==> config.mk <==
export PLATFORM = sky130hd
export DESIGN_NAME = rle_rgba_image_decoder
export DESIGN_NICKNAME = d
export VERILOG_FILES = /design/src/design/rrid_pkg.sv /design/src/design/rrid_queue.sv /design/src/design/rrid_front.sv /design/src/design/rrid_back.sv /design/src/design/rle_rgba_image_decoder.sv
export SDC_FILE = /design/constraint.sdc
export NUM_CORES = 2
export LEC_CHECK = 0
export ABC_AREA = 1
export BUFFER_PORTS_ARGS = -buffer_cell sky130_fd_sc_hd__buf_4
export CAP_MARGIN = 20
export CORE_MARGIN = 1.5
export CORE_UTILIZATION = 54
export CTS_CLUSTER_DIAMETER = 30
export DETAILED_ROUTE_END_ITERATION = 7
export PLACE_DENSITY = 0.7
export SYNTH_ARGS = -nofsm -noshare
export SYNTH_HDL_FRONTEND = slang
export SYNTH_SLANG_ARGS = --single-unit
==> constraint.sdc <==
create_clock -name clock -period 7.8 [get_ports clock]
set_input_delay 0.78 -clock clock [delete_from_list [all_inputs] [get_ports clock]]
set_output_delay 0.78 -clock clock [all_outputs]
set_load 0.05 [all_outputs]
==> src/design/rrid_pkg.sv <==
// Shared types and constants of the run-length RGBA image decoder.
`default_nettype none

package rrid_pkg;

   localparam int DIM_BITS_DEF    = 16;
   localparam int QUEUE_DEPTH_DEF = 4;

   // command kinds passed from the parser to the run placement unit
   localparam int KIND_W = 2;
   localparam logic [KIND_W-1:0] CMD_RUN   = 2'd0;
   localparam logic [KIND_W-1:0] CMD_IMAGE = 2'd1;
   localparam logic [KIND_W-1:0] CMD_ERROR = 2'd2;

   typedef struct packed {
      logic [7:0] len;
      logic [7:0] red;
      logic [7:0] green;
      logic [7:0] blue;
      logic [7:0] alpha;
   } run_type;

   localparam int RUN_W = $bits(run_type);

   typedef struct packed {
      logic [15:0] start_col;
      logic [15:0] start_row;
      logic [7:0]  run_length;
      logic [7:0]  red;
      logic [7:0]  green;
      logic [7:0]  blue;
      logic [7:0]  alpha;
      logic        image_done;
      logic        header_error;
   } result_type;

endpackage

`default_nettype wire

==> src/design/rrid_queue.sv <==
// Small command queue between the byte parser and the run placement unit.
`default_nettype none

module rrid_queue import rrid_pkg::*; #(
   parameter int DEPTH  = QUEUE_DEPTH_DEF,
   parameter int DATA_W = RUN_W
) (
   input  wire logic              clock,
   input  wire logic              reset,
   input  wire logic              push,
   input  wire logic [KIND_W-1:0] push_kind,
   input  wire logic [DATA_W-1:0] push_data,
   output logic                   full,
   input  wire logic              pop,
   output logic                   empty,
   output logic [KIND_W-1:0]      pop_kind,
   output logic [DATA_W-1:0]      pop_data
);

   localparam int PTR_W = (DEPTH > 1) ? $clog2(DEPTH) : 1;
   localparam int CNT_W = $clog2(DEPTH + 1);

   logic [KIND_W+DATA_W-1:0] slot_ff [DEPTH];
   logic [PTR_W-1:0]         wr_ptr_ff, wr_ptr_in;
   logic [PTR_W-1:0]         rd_ptr_ff, rd_ptr_in;
   logic [CNT_W-1:0]         count_ff, count_in;
   logic                     do_push, do_pop;

   assign full     = (count_ff == CNT_W'(DEPTH));
   assign empty    = (count_ff == '0);
   assign do_push  = push && !full;
   assign do_pop   = pop && !empty;
   assign {pop_kind, pop_data} = slot_ff[rd_ptr_ff];

   always_comb begin
      wr_ptr_in = wr_ptr_ff;
      rd_ptr_in = rd_ptr_ff;
      count_in  = count_ff;
      if (do_push) begin
         wr_ptr_in = (wr_ptr_ff == PTR_W'(DEPTH - 1)) ? '0 : wr_ptr_ff + 1'b1;
      end
      if (do_pop) begin
         rd_ptr_in = (rd_ptr_ff == PTR_W'(DEPTH - 1)) ? '0 : rd_ptr_ff + 1'b1;
      end
      if (do_push && !do_pop) begin
         count_in = count_ff + 1'b1;
      end else if (do_pop && !do_push) begin
         count_in = count_ff - 1'b1;
      end
   end

   always_ff @(posedge clock) begin
      if (reset) begin
         wr_ptr_ff <= '0;
         rd_ptr_ff <= '0;
         count_ff  <= '0;
      end else begin
         wr_ptr_ff <= wr_ptr_in;
         rd_ptr_ff <= rd_ptr_in;
         count_ff  <= count_in;
      end
   end

   always_ff @(posedge clock) begin
      if (do_push) begin
         slot_ff[wr_ptr_ff] <= {push_kind, push_data};
      end
   end

endmodule

`default_nettype wire

==> src/design/rrid_front.sv <==
// Byte parser: header fields and run records, turned into queue commands.
`default_nettype none

module rrid_front import rrid_pkg::*; #(
   parameter int DIM_BITS = DIM_BITS_DEF,
   parameter int DATA_W   = RUN_W
) (
   input  wire logic              clock,
   input  wire logic              reset,
   input  wire logic              req_push,
   output logic                   req_full,
   input  wire logic [7:0]        req_data_byte,
   input  wire logic              req_image_start,
   output logic                   q_push,
   output logic [KIND_W-1:0]      q_kind,
   output logic [DATA_W-1:0]      q_data,
   input  wire logic              q_full
);

   localparam logic [3:0] PH_IDLE   = 4'd0;
   localparam logic [3:0] PH_WIDTH  = 4'd1;
   localparam logic [3:0] PH_HEIGHT = 4'd2;
   localparam logic [3:0] PH_FLAG   = 4'd3;
   localparam logic [3:0] PH_LEN    = 4'd4;
   localparam logic [3:0] PH_ALPHA  = 4'd5;
   localparam logic [3:0] PH_RED    = 4'd6;
   localparam logic [3:0] PH_GREEN  = 4'd7;
   localparam logic [3:0] PH_BLUE   = 4'd8;
   localparam logic [3:0] PH_ERROR  = 4'd9;

   logic [3:0]  phase_ff, phase_in, phase_cur;
   logic [1:0]  count_ff, count_in, count_cur;
   logic [31:0] width_ff, width_in, width_cur;
   logic [31:0] height_ff, height_in, height_cur;
   logic        alpha_present_ff, alpha_present_in;
   logic [7:0]  len_ff, len_in;
   logic [7:0]  alpha_ff, alpha_in;
   logic [7:0]  red_ff, red_in;
   logic [7:0]  green_ff, green_in;

   logic          accept;
   logic [31:0]   byte_shifted;
   logic [31:0]   dim_next;
   logic          dim_big;
   logic          last_byte;
   run_type       run_clear;
   run_type       run_full;
   logic [2*DIM_BITS-1:0] dims;

   assign req_full = q_full;
   assign accept   = req_push && !q_full;

   // a start byte restarts parsing and is itself width byte 0
   assign phase_cur  = req_image_start ? PH_WIDTH : phase_ff;
   assign count_cur  = req_image_start ? 2'd0 : count_ff;
   assign width_cur  = req_image_start ? 32'd0 : width_ff;
   assign height_cur = req_image_start ? 32'd0 : height_ff;

   assign byte_shifted = 32'(req_data_byte) << {count_cur, 3'b000};
   assign dim_next     = ((phase_cur == PH_HEIGHT) ? height_cur : width_cur) | byte_shifted;
   assign dim_big      = (dim_next >> DIM_BITS) != 32'd0;
   assign last_byte    = (count_cur == 2'd3);

   assign run_clear = '{len: len_ff, red: 8'd0, green: 8'd0, blue: 8'd0, alpha: 8'd0};
   assign run_full  = '{len: len_ff, red: red_ff, green: green_ff, blue: req_data_byte,
                        alpha: alpha_present_ff ? alpha_ff : 8'hFF};
   assign dims      = {height_cur[DIM_BITS-1:0], width_cur[DIM_BITS-1:0]};

   always_comb begin
      phase_in         = phase_ff;
      count_in         = count_ff;
      width_in         = width_ff;
      height_in        = height_ff;
      alpha_present_in = alpha_present_ff;
      len_in           = len_ff;
      alpha_in         = alpha_ff;
      red_in           = red_ff;
      green_in         = green_ff;
      q_push           = 1'b0;
      q_kind           = CMD_RUN;
      q_data           = DATA_W'(run_full);
      if (accept) begin
         phase_in         = phase_cur;
         count_in         = count_cur;
         width_in         = width_cur;
         height_in        = height_cur;
         alpha_present_in = req_image_start ? 1'b0 : alpha_present_ff;
         case (phase_cur)
            PH_WIDTH, PH_HEIGHT: begin
               if (phase_cur == PH_WIDTH) begin
                  width_in = dim_next;
               end else begin
                  height_in = dim_next;
               end
               count_in = count_cur + 1'b1;
               if (last_byte) begin
                  if (dim_big) begin
                     q_push   = 1'b1;
                     q_kind   = CMD_ERROR;
                     phase_in = PH_ERROR;
                  end else begin
                     phase_in = (phase_cur == PH_WIDTH) ? PH_HEIGHT : PH_FLAG;
                  end
               end
            end
            PH_FLAG: begin
               alpha_present_in = (req_data_byte != 8'd0);
               q_push   = 1'b1;
               q_kind   = CMD_IMAGE;
               q_data   = DATA_W'(dims);
               phase_in = PH_LEN;
            end
            PH_LEN: begin
               len_in   = req_data_byte;
               phase_in = alpha_present_ff ? PH_ALPHA : PH_RED;
            end
            PH_ALPHA: begin
               alpha_in = req_data_byte;
               if (req_data_byte == 8'd0) begin
                  q_push   = 1'b1;
                  q_kind   = CMD_RUN;
                  q_data   = DATA_W'(run_clear);
                  phase_in = PH_LEN;
               end else begin
                  phase_in = PH_RED;
               end
            end
            PH_RED: begin
               red_in   = req_data_byte;
               phase_in = PH_GREEN;
            end
            PH_GREEN: begin
               green_in = req_data_byte;
               phase_in = PH_BLUE;
            end
            PH_BLUE: begin
               q_push   = 1'b1;
               q_kind   = CMD_RUN;
               q_data   = DATA_W'(run_full);
               phase_in = PH_LEN;
            end
            default: begin
               phase_in = phase_cur;
            end
         endcase
      end
   end

   always_ff @(posedge clock) begin
      if (reset) begin
         phase_ff         <= PH_IDLE;
         count_ff         <= 2'd0;
         width_ff         <= 32'd0;
         height_ff        <= 32'd0;
         alpha_present_ff <= 1'b0;
      end else begin
         phase_ff         <= phase_in;
         count_ff         <= count_in;
         width_ff         <= width_in;
         height_ff        <= height_in;
         alpha_present_ff <= alpha_present_in;
      end
   end

   always_ff @(posedge clock) begin
      len_ff   <= len_in;
      alpha_ff <= alpha_in;
      red_ff   <= red_in;
      green_ff <= green_in;
   end

endmodule

`default_nettype wire

==> src/design/rrid_back.sv <==
// Run placement: clipping, row wrap by iterative division, result register.
`default_nettype none

module rrid_back import rrid_pkg::*; #(
   parameter int DIM_BITS = DIM_BITS_DEF,
   parameter int DATA_W   = RUN_W
) (
   input  wire logic              clock,
   input  wire logic              reset,
   input  wire logic              q_empty,
   output logic                   q_pop,
   input  wire logic [KIND_W-1:0] q_kind,
   input  wire logic [DATA_W-1:0] q_data,
   output logic                   rsp_empty,
   input  wire logic              rsp_pop,
   output result_type             result
);

   localparam logic [2:0] BS_IDLE = 3'd0;
   localparam logic [2:0] BS_MUL  = 3'd1;
   localparam logic [2:0] BS_SIZE = 3'd2;
   localparam logic [2:0] BS_CLIP = 3'd3;
   localparam logic [2:0] BS_DIV  = 3'd4;
   localparam logic [2:0] BS_EMIT = 3'd5;

   localparam int POS_W = DIM_BITS + 1;
   localparam int DIV_W = DIM_BITS + 8;

   logic [2:0]            state_ff, state_in;
   run_type               run_ff, run_in;
   logic [DIM_BITS-1:0]   width_ff, width_in;
   logic [DIM_BITS-1:0]   height_ff, height_in;
   logic [2*DIM_BITS-1:0] prod_ff, prod_in;
   logic [31:0]           left_ff, left_in;
   logic [DIM_BITS-1:0]   col_ff, col_in;
   logic [DIM_BITS-1:0]   row_ff, row_in;
   logic [POS_W-1:0]      rem_ff, rem_in;
   logic [DIV_W-1:0]      divisor_ff, divisor_in;
   logic [7:0]            quot_ff, quot_in;
   logic [2:0]            step_ff, step_in;
   result_type            res_ff, res_in;
   result_type            out_ff, out_in;
   logic                  out_valid_ff, out_valid_in;

   logic [63:0]      prod_wide;
   logic [7:0]       clip_len;
   logic [31:0]      left_after;
   logic [POS_W-1:0] pos;
   logic [DIV_W-1:0] rem_ext;
   logic [DIV_W-1:0] rem_sub;
   logic             quot_bit;
   logic [7:0]       quot_next;
   logic [POS_W-1:0] rem_next;
   logic             slot_free;

   assign q_pop     = (state_ff == BS_IDLE) && !q_empty;
   assign rsp_empty = !out_valid_ff;
   assign result    = out_ff;
   assign slot_free = !out_valid_ff || rsp_pop;

   assign prod_wide  = 64'(prod_ff);
   assign clip_len   = (32'(run_ff.len) > left_ff) ? left_ff[7:0] : run_ff.len;
   assign left_after = left_ff - 32'(clip_len);
   assign pos        = POS_W'(col_ff) + POS_W'(clip_len);
   assign rem_ext    = DIV_W'(rem_ff);
   assign rem_sub    = rem_ext - divisor_ff;
   assign quot_bit   = (rem_ext >= divisor_ff);
   assign quot_next  = {quot_ff[6:0], quot_bit};
   assign rem_next   = quot_bit ? rem_sub[POS_W-1:0] : rem_ff;

   always_comb begin
      state_in     = state_ff;
      run_in       = run_ff;
      width_in     = width_ff;
      height_in    = height_ff;
      prod_in      = prod_ff;
      left_in      = left_ff;
      col_in       = col_ff;
      row_in       = row_ff;
      rem_in       = rem_ff;
      divisor_in   = divisor_ff;
      quot_in      = quot_ff;
      step_in      = step_ff;
      res_in       = res_ff;
      out_in       = out_ff;
      out_valid_in = out_valid_ff && !rsp_pop;
      case (state_ff)
         BS_IDLE: begin
            if (!q_empty) begin
               case (q_kind)
                  CMD_RUN: begin
                     run_in   = run_type'(q_data[RUN_W-1:0]);
                     state_in = BS_CLIP;
                  end
                  CMD_IMAGE: begin
                     width_in  = q_data[DIM_BITS-1:0];
                     height_in = q_data[2*DIM_BITS-1:DIM_BITS];
                     state_in  = BS_MUL;
                  end
                  CMD_ERROR: begin
                     res_in              = '0;
                     res_in.header_error = 1'b1;
                     state_in            = BS_EMIT;
                  end
                  default: begin
                     state_in = BS_IDLE;
                  end
               endcase
            end
         end
         BS_MUL: begin
            prod_in  = width_ff * height_ff;
            state_in = BS_SIZE;
         end
         BS_SIZE: begin
            left_in  = (prod_wide[63:32] != 32'd0) ? 32'hFFFF_FFFF : prod_wide[31:0];
            col_in   = '0;
            row_in   = '0;
            state_in = BS_IDLE;
         end
         BS_CLIP: begin
            if (clip_len == 8'd0) begin
               state_in = BS_IDLE;
            end else begin
               left_in             = left_after;
               res_in.start_col    = 16'(col_ff);
               res_in.start_row    = 16'(row_ff);
               res_in.run_length   = clip_len;
               res_in.red          = run_ff.red;
               res_in.green        = run_ff.green;
               res_in.blue         = run_ff.blue;
               res_in.alpha        = run_ff.alpha;
               res_in.image_done   = (left_after == 32'd0);
               res_in.header_error = 1'b0;
               if (pos < POS_W'(width_ff)) begin
                  col_in   = pos[DIM_BITS-1:0];
                  state_in = BS_EMIT;
               end else begin
                  // quotient is below 256, so eight restoring steps suffice
                  rem_in     = pos;
                  divisor_in = DIV_W'(width_ff) << 7;
                  quot_in    = 8'd0;
                  step_in    = 3'd7;
                  state_in   = BS_DIV;
               end
            end
         end
         BS_DIV: begin
            rem_in     = rem_next;
            quot_in    = quot_next;
            divisor_in = divisor_ff >> 1;
            step_in    = step_ff - 1'b1;
            if (step_ff == 3'd0) begin
               col_in   = rem_next[DIM_BITS-1:0];
               row_in   = row_ff + DIM_BITS'(quot_next);
               state_in = BS_EMIT;
            end
         end
         BS_EMIT: begin
            if (slot_free) begin
               out_in       = res_ff;
               out_valid_in = 1'b1;
               state_in     = BS_IDLE;
            end
         end
         default: begin
            state_in = BS_IDLE;
         end
      endcase
   end

   always_ff @(posedge clock) begin
      if (reset) begin
         state_ff     <= BS_IDLE;
         left_ff      <= 32'd0;
         col_ff       <= '0;
         row_ff       <= '0;
         out_valid_ff <= 1'b0;
      end else begin
         state_ff     <= state_in;
         left_ff      <= left_in;
         col_ff       <= col_in;
         row_ff       <= row_in;
         out_valid_ff <= out_valid_in;
      end
   end

   always_ff @(posedge clock) begin
      run_ff     <= run_in;
      width_ff   <= width_in;
      height_ff  <= height_in;
      prod_ff    <= prod_in;
      rem_ff     <= rem_in;
      divisor_ff <= divisor_in;
      quot_ff    <= quot_in;
      step_ff    <= step_in;
      res_ff     <= res_in;
      out_ff     <= out_in;
   end

endmodule

`default_nettype wire

==> src/design/rle_rgba_image_decoder.sv <==
// Run-length RGBA image decoder, top level.
// Takes one byte of the compressed image per accepted item: a header (32-bit
// little-endian width and height, then a has-alpha byte) followed by run
// records, and gives one run descriptor (start column, start row, clipped
// length, RGBA) per record that covers at least one pixel. A dimension above
// 2^DIM_BITS-1 gives a single result with header_error set; a byte with
// image_start set restarts decoding at any point. The parser takes a byte
// every cycle while its command queue (QUEUE_DEPTH entries) has room. The
// placement unit behind it takes a run through clip and emit states, with
// a division state for the row wrap between them (one quotient bit per
// cycle) when it crosses a row edge; a header takes multiply and size
// states. Results wait in an output register; a stalled consumer holds
// back the placement unit first, the parser only once the queue has filled.
`default_nettype none

module rle_rgba_image_decoder import rrid_pkg::*; #(
   parameter int DIM_BITS    = DIM_BITS_DEF,
   parameter int QUEUE_DEPTH = QUEUE_DEPTH_DEF
) (
   input  wire logic        clock,
   input  wire logic        reset,
   input  wire logic        req_push,
   output logic             req_full,
   input  wire logic [7:0]  req_data_byte,
   input  wire logic        req_image_start,
   output logic             rsp_empty,
   input  wire logic        rsp_pop,
   output logic [15:0]      rsp_start_col,
   output logic [15:0]      rsp_start_row,
   output logic [7:0]       rsp_run_length,
   output logic [7:0]       rsp_red,
   output logic [7:0]       rsp_green,
   output logic [7:0]       rsp_blue,
   output logic [7:0]       rsp_alpha,
   output logic             rsp_image_done,
   output logic             rsp_header_error
);

   localparam int DATA_W = (2 * DIM_BITS > RUN_W) ? 2 * DIM_BITS : RUN_W;

   logic              q_push;
   logic [KIND_W-1:0] q_push_kind;
   logic [DATA_W-1:0] q_push_data;
   logic              q_full;
   logic              q_pop;
   logic              q_empty;
   logic [KIND_W-1:0] q_pop_kind;
   logic [DATA_W-1:0] q_pop_data;
   result_type        result;

   rrid_front #(
      .DIM_BITS (DIM_BITS),
      .DATA_W   (DATA_W)
   ) u_front (
      .clock           (clock),
      .reset           (reset),
      .req_push        (req_push),
      .req_full        (req_full),
      .req_data_byte   (req_data_byte),
      .req_image_start (req_image_start),
      .q_push          (q_push),
      .q_kind          (q_push_kind),
      .q_data          (q_push_data),
      .q_full          (q_full)
   );

   rrid_queue #(
      .DEPTH  (QUEUE_DEPTH),
      .DATA_W (DATA_W)
   ) u_queue (
      .clock     (clock),
      .reset     (reset),
      .push      (q_push),
      .push_kind (q_push_kind),
      .push_data (q_push_data),
      .full      (q_full),
      .pop       (q_pop),
      .empty     (q_empty),
      .pop_kind  (q_pop_kind),
      .pop_data  (q_pop_data)
   );

   rrid_back #(
      .DIM_BITS (DIM_BITS),
      .DATA_W   (DATA_W)
   ) u_back (
      .clock     (clock),
      .reset     (reset),
      .q_empty   (q_empty),
      .q_pop     (q_pop),
      .q_kind    (q_pop_kind),
      .q_data    (q_pop_data),
      .rsp_empty (rsp_empty),
      .rsp_pop   (rsp_pop),
      .result    (result)
   );

   assign rsp_start_col    = result.start_col;
   assign rsp_start_row    = result.start_row;
   assign rsp_run_length   = result.run_length;
   assign rsp_red          = result.red;
   assign rsp_green        = result.green;
   assign rsp_blue         = result.blue;
   assign rsp_alpha        = result.alpha;
   assign rsp_image_done   = result.image_done;
   assign rsp_header_error = result.header_error;

`ifndef SYNTH
   // an error item carries no run
   assert property (@(posedge clock) disable iff (reset)
      (!rsp_empty && rsp_header_error) |-> (rsp_run_length == 8'd0 && !rsp_image_done))
      else $error("error item carries run data");

   // a run item always covers at least one pixel
   assert property (@(posedge clock) disable iff (reset)
      (!rsp_empty && !rsp_header_error) |-> (rsp_run_length != 8'd0))
      else $error("empty run item delivered");

   // the parser never issues a command the queue cannot take
   assert property (@(posedge clock) disable iff (reset)
      q_push |-> !q_full)
      else $error("command pushed into full queue");
`endif

endmodule

`default_nettype wire

==> impl_results.md <==
- Half-perimeter wire length after placement: 65500 um
- Initial antenna violation count: 0
- DP Worst Slack: 1.67 ns
- Area share of the largest cell type after synthesis: 0.401
- Number of synthesized flops with an enable pin: 502
- Final Max Slew Viols: 0
- Syn_nets: 4442
- Commonest non-fill, non-tap cell in the layout: nand2_1
- Critical path's top delay family: adder cells
- Total negative setup slack: 0 ns
- Total global routing overflow: 0
- Hold Startpoint: req_data_byte[2]
- Multi-input logic area: 0.0164 mm2
- Number of synthesis warnings: 0
- Crit-path max FO: 17
- Syn Area/Cell: 9.27 um2
- Synth top area cells: edfxtp_1, fa_1, nand2_1
- Max Cap Viol: 0
- Critical path capture point type: flop
- Clock root buffer: clkbuf_16
- Final setup fails: 0
- WP buf/inv: 6
- Data arrival, critical path: 6.60 ns
- Fin nets: 4507
- Setup Fix Bufs, Post-CTS: 0
- CTS clk-pin slew, worst paths: 0.05 ns
- Post-route antenna net violation count: 0
- Sequential cell area: 0.0180 mm2
- DIE HEIGHT: 267 um
- Buffers on Ports: 88
- Fmax: 160 MHz
- Cell taking the most area after synthesis: edfxtp_1
- Vias per cell: 5.45
- Site Rows: 96
- FILL cells: 5654
- First-pass GRT wire length: 149000 um
- Top FF cell, synth: edfxtp_1
- Starting Density: 0.547
- Skew final: 0.0414 ns
- Largest net degree at the start of global routing: 86
- Slowest-stage cell, CP: edfxtp_1
- Reg-to-Reg Start: u_back.width_ff[7]
- Status: finished clean
- Total GRT Usage: 0.269
- Die area: 0.0712 mm2
- Core area: 0.0687 mm2
- Cell variety after synth: 56
- CTS tree: built
- Final period utilization: 0.799
- Worst Setup SP: u_back.width_ff[7]
- Crit Path Class: reg -> reg
- Crit-path cells: nand2_1, fa_1, inv_1, fa_1, inv_1, fa_1, inv_1, fa_1, inv_1, fa_1, inv_1, fa_1, ha_1, a21oi_1, o21ai_0, inv_1, o21ai_0, nand2_1, nand3_1, nand2_1, nand2_1, nand2_1, o211ai_1, xor2_1
- Ys async rst share: 0
- WP data required: 8.17 ns
- Clk buf depth: 3
- Worst Setup Start Kind: flop
- Antenna Cells: 0
- Initial DRC count: 2746
- Number of synthesized register bits: 650
- RSZ-0062 raised after global routing: no
- CTS buffer count: 120
- H-tree depth: 3
- Clk_lat worst skew: 0.68 ns
- Die width: 267 um
- Final WS setup: 1.57 ns
- Via total after detailed routing: 28117
- Final count of hold timing violations: 0
- Post-Syn Instances: 4051
- Number of global-route vias before repair: 27358
- GPL Wtd Cong: 0.940
- Most frequent cells in the layout: nand2_1, inv_1, edfxtp_1
- Synthesized area: 0.0376 mm2
- TritonCTS sink count: 650
- Drt drc: 0
- Measured slew at the worst slew-check pin: 1.05 ns
- Post-Route WL: 94100 um
- Hold buffers post-CTS: 0
- I/O pins: 89
- Drt first pass iters: 6
- Wire length per cell: 18.3 um
- P&R area growth vs syn: 15.2%
- Worst min path class: in -> reg
- Proportion of layout cells with a drive suffix above 1: 0.0935
- Minimum clock period: 6.23 ns
- Cts repair resizes: 0
- Crit path largest cell delay: 0.94 ns
- Slew headroom: 0.300
- Fraction of the yosys area taken by sequential cells: 0.480
## stage by stage
stage / util / cells / area, um2 / hold WS, ns
finish: 0.630 / 5155 / 43300 / 0.396
global placement: 0.567 / 4923 / 39000 / 0.401
detailed placement: 0.568 / 4924 / 39000 / 0.405
floorplan: - / 4051 / 37600 / 0.400
global route: 0.630 / 5155 / 43300 / 0.374
CTS: 0.630 / 5154 / 43300 / 0.357
## state kept, by name (all words and copies together) (netlist names), 7 cells and up, named ones only
name and count:
u_back.res_ff 74, u_front.len_ff 8, u_front.alpha_ff 8, u_front.height_ff 32, u_back.row_ff 16, u_back.result 74
u_back.width_ff 16, u_back.divisor_ff 23, u_back.rem_ff 17, u_front.width_ff 32, u_back.run_ff 40, u_back.col_ff 16
u_queue.slot_ff 168, u_front.green_ff 8, u_back.prod_ff 32, u_back.left_ff 32, u_front.red_ff 8, u_back.height_ff 16
u_back.quot_ff 7
## kinds of logic after synthesis
kind of cell             count (synthesis)  share of synthesized area
buffers and inverters                  826                     0.0846
XOR/XNOR                                67                     0.0156
adder cells (fa/ha/maj)                378                      0.166
AND/OR/NAND/NOR                       1551                      0.170
AO/OA/AOI/OAI                          579                     0.0843
flip-flops                             650                      0.480
## worst paths after layout
kind | to | slack [ns] | cells past startpoint
setup reg to reg | u_back.prod_ff[31] | 1.57 | 24
hold reg to reg | u_back.result[64] | 0.41 | 0
setup / recovery | u_back.prod_ff[31] | 1.57 | 24
hold / removal | u_front.red_ff[2] | 0.40 | 1
## cell type report
class | instances | share of cell area
Sequential cell | 650 | 0.417
Multi-Input combinational cell | 2575 | 0.380
Clock buffer | 145 | 0.0742
Inverter | 647 | 0.0563
Tap cell | 931 | 0.0269
Clock inverter | 85 | 0.0245
Timing Repair Buffer | 122 | 0.0217
## routing by layer
| metal | share of wire | vias up | global-route usage |
|---|---|---|---|
| li1 | - | 13347 | - |
| met1 | 0.43 | 13434 | 0.374 |
| met2 | 0.46 | 1151 | 0.433 |
| met3 | 0.076 | 185 | 0.0431 |
| met4 | 0.029 | 0 | 0.0860 |
| met5 | 0 | - | 0 |
## cell usage after synthesis, drive strengths merged (5+ instances only)
master,count
buf,35
a31oi,21
nand4,40
a21o,10
o211ai,15
inv,642
o2bb2ai,5
clkinv,5
nand2,851
nand3,159
o21bai,8
o21ai,243
nand3b,11
nor3,31
dfxtp,148
xor2,43
fa,199
or2,8
xnor2,24
ha,179
a21oi,198
clkbuf,144
edfxtp,502
o22ai,58
nor2,443
Power is not shown: default switching activity piles up to over one toggle a cycle in this logic, so the estimate is an artifact.
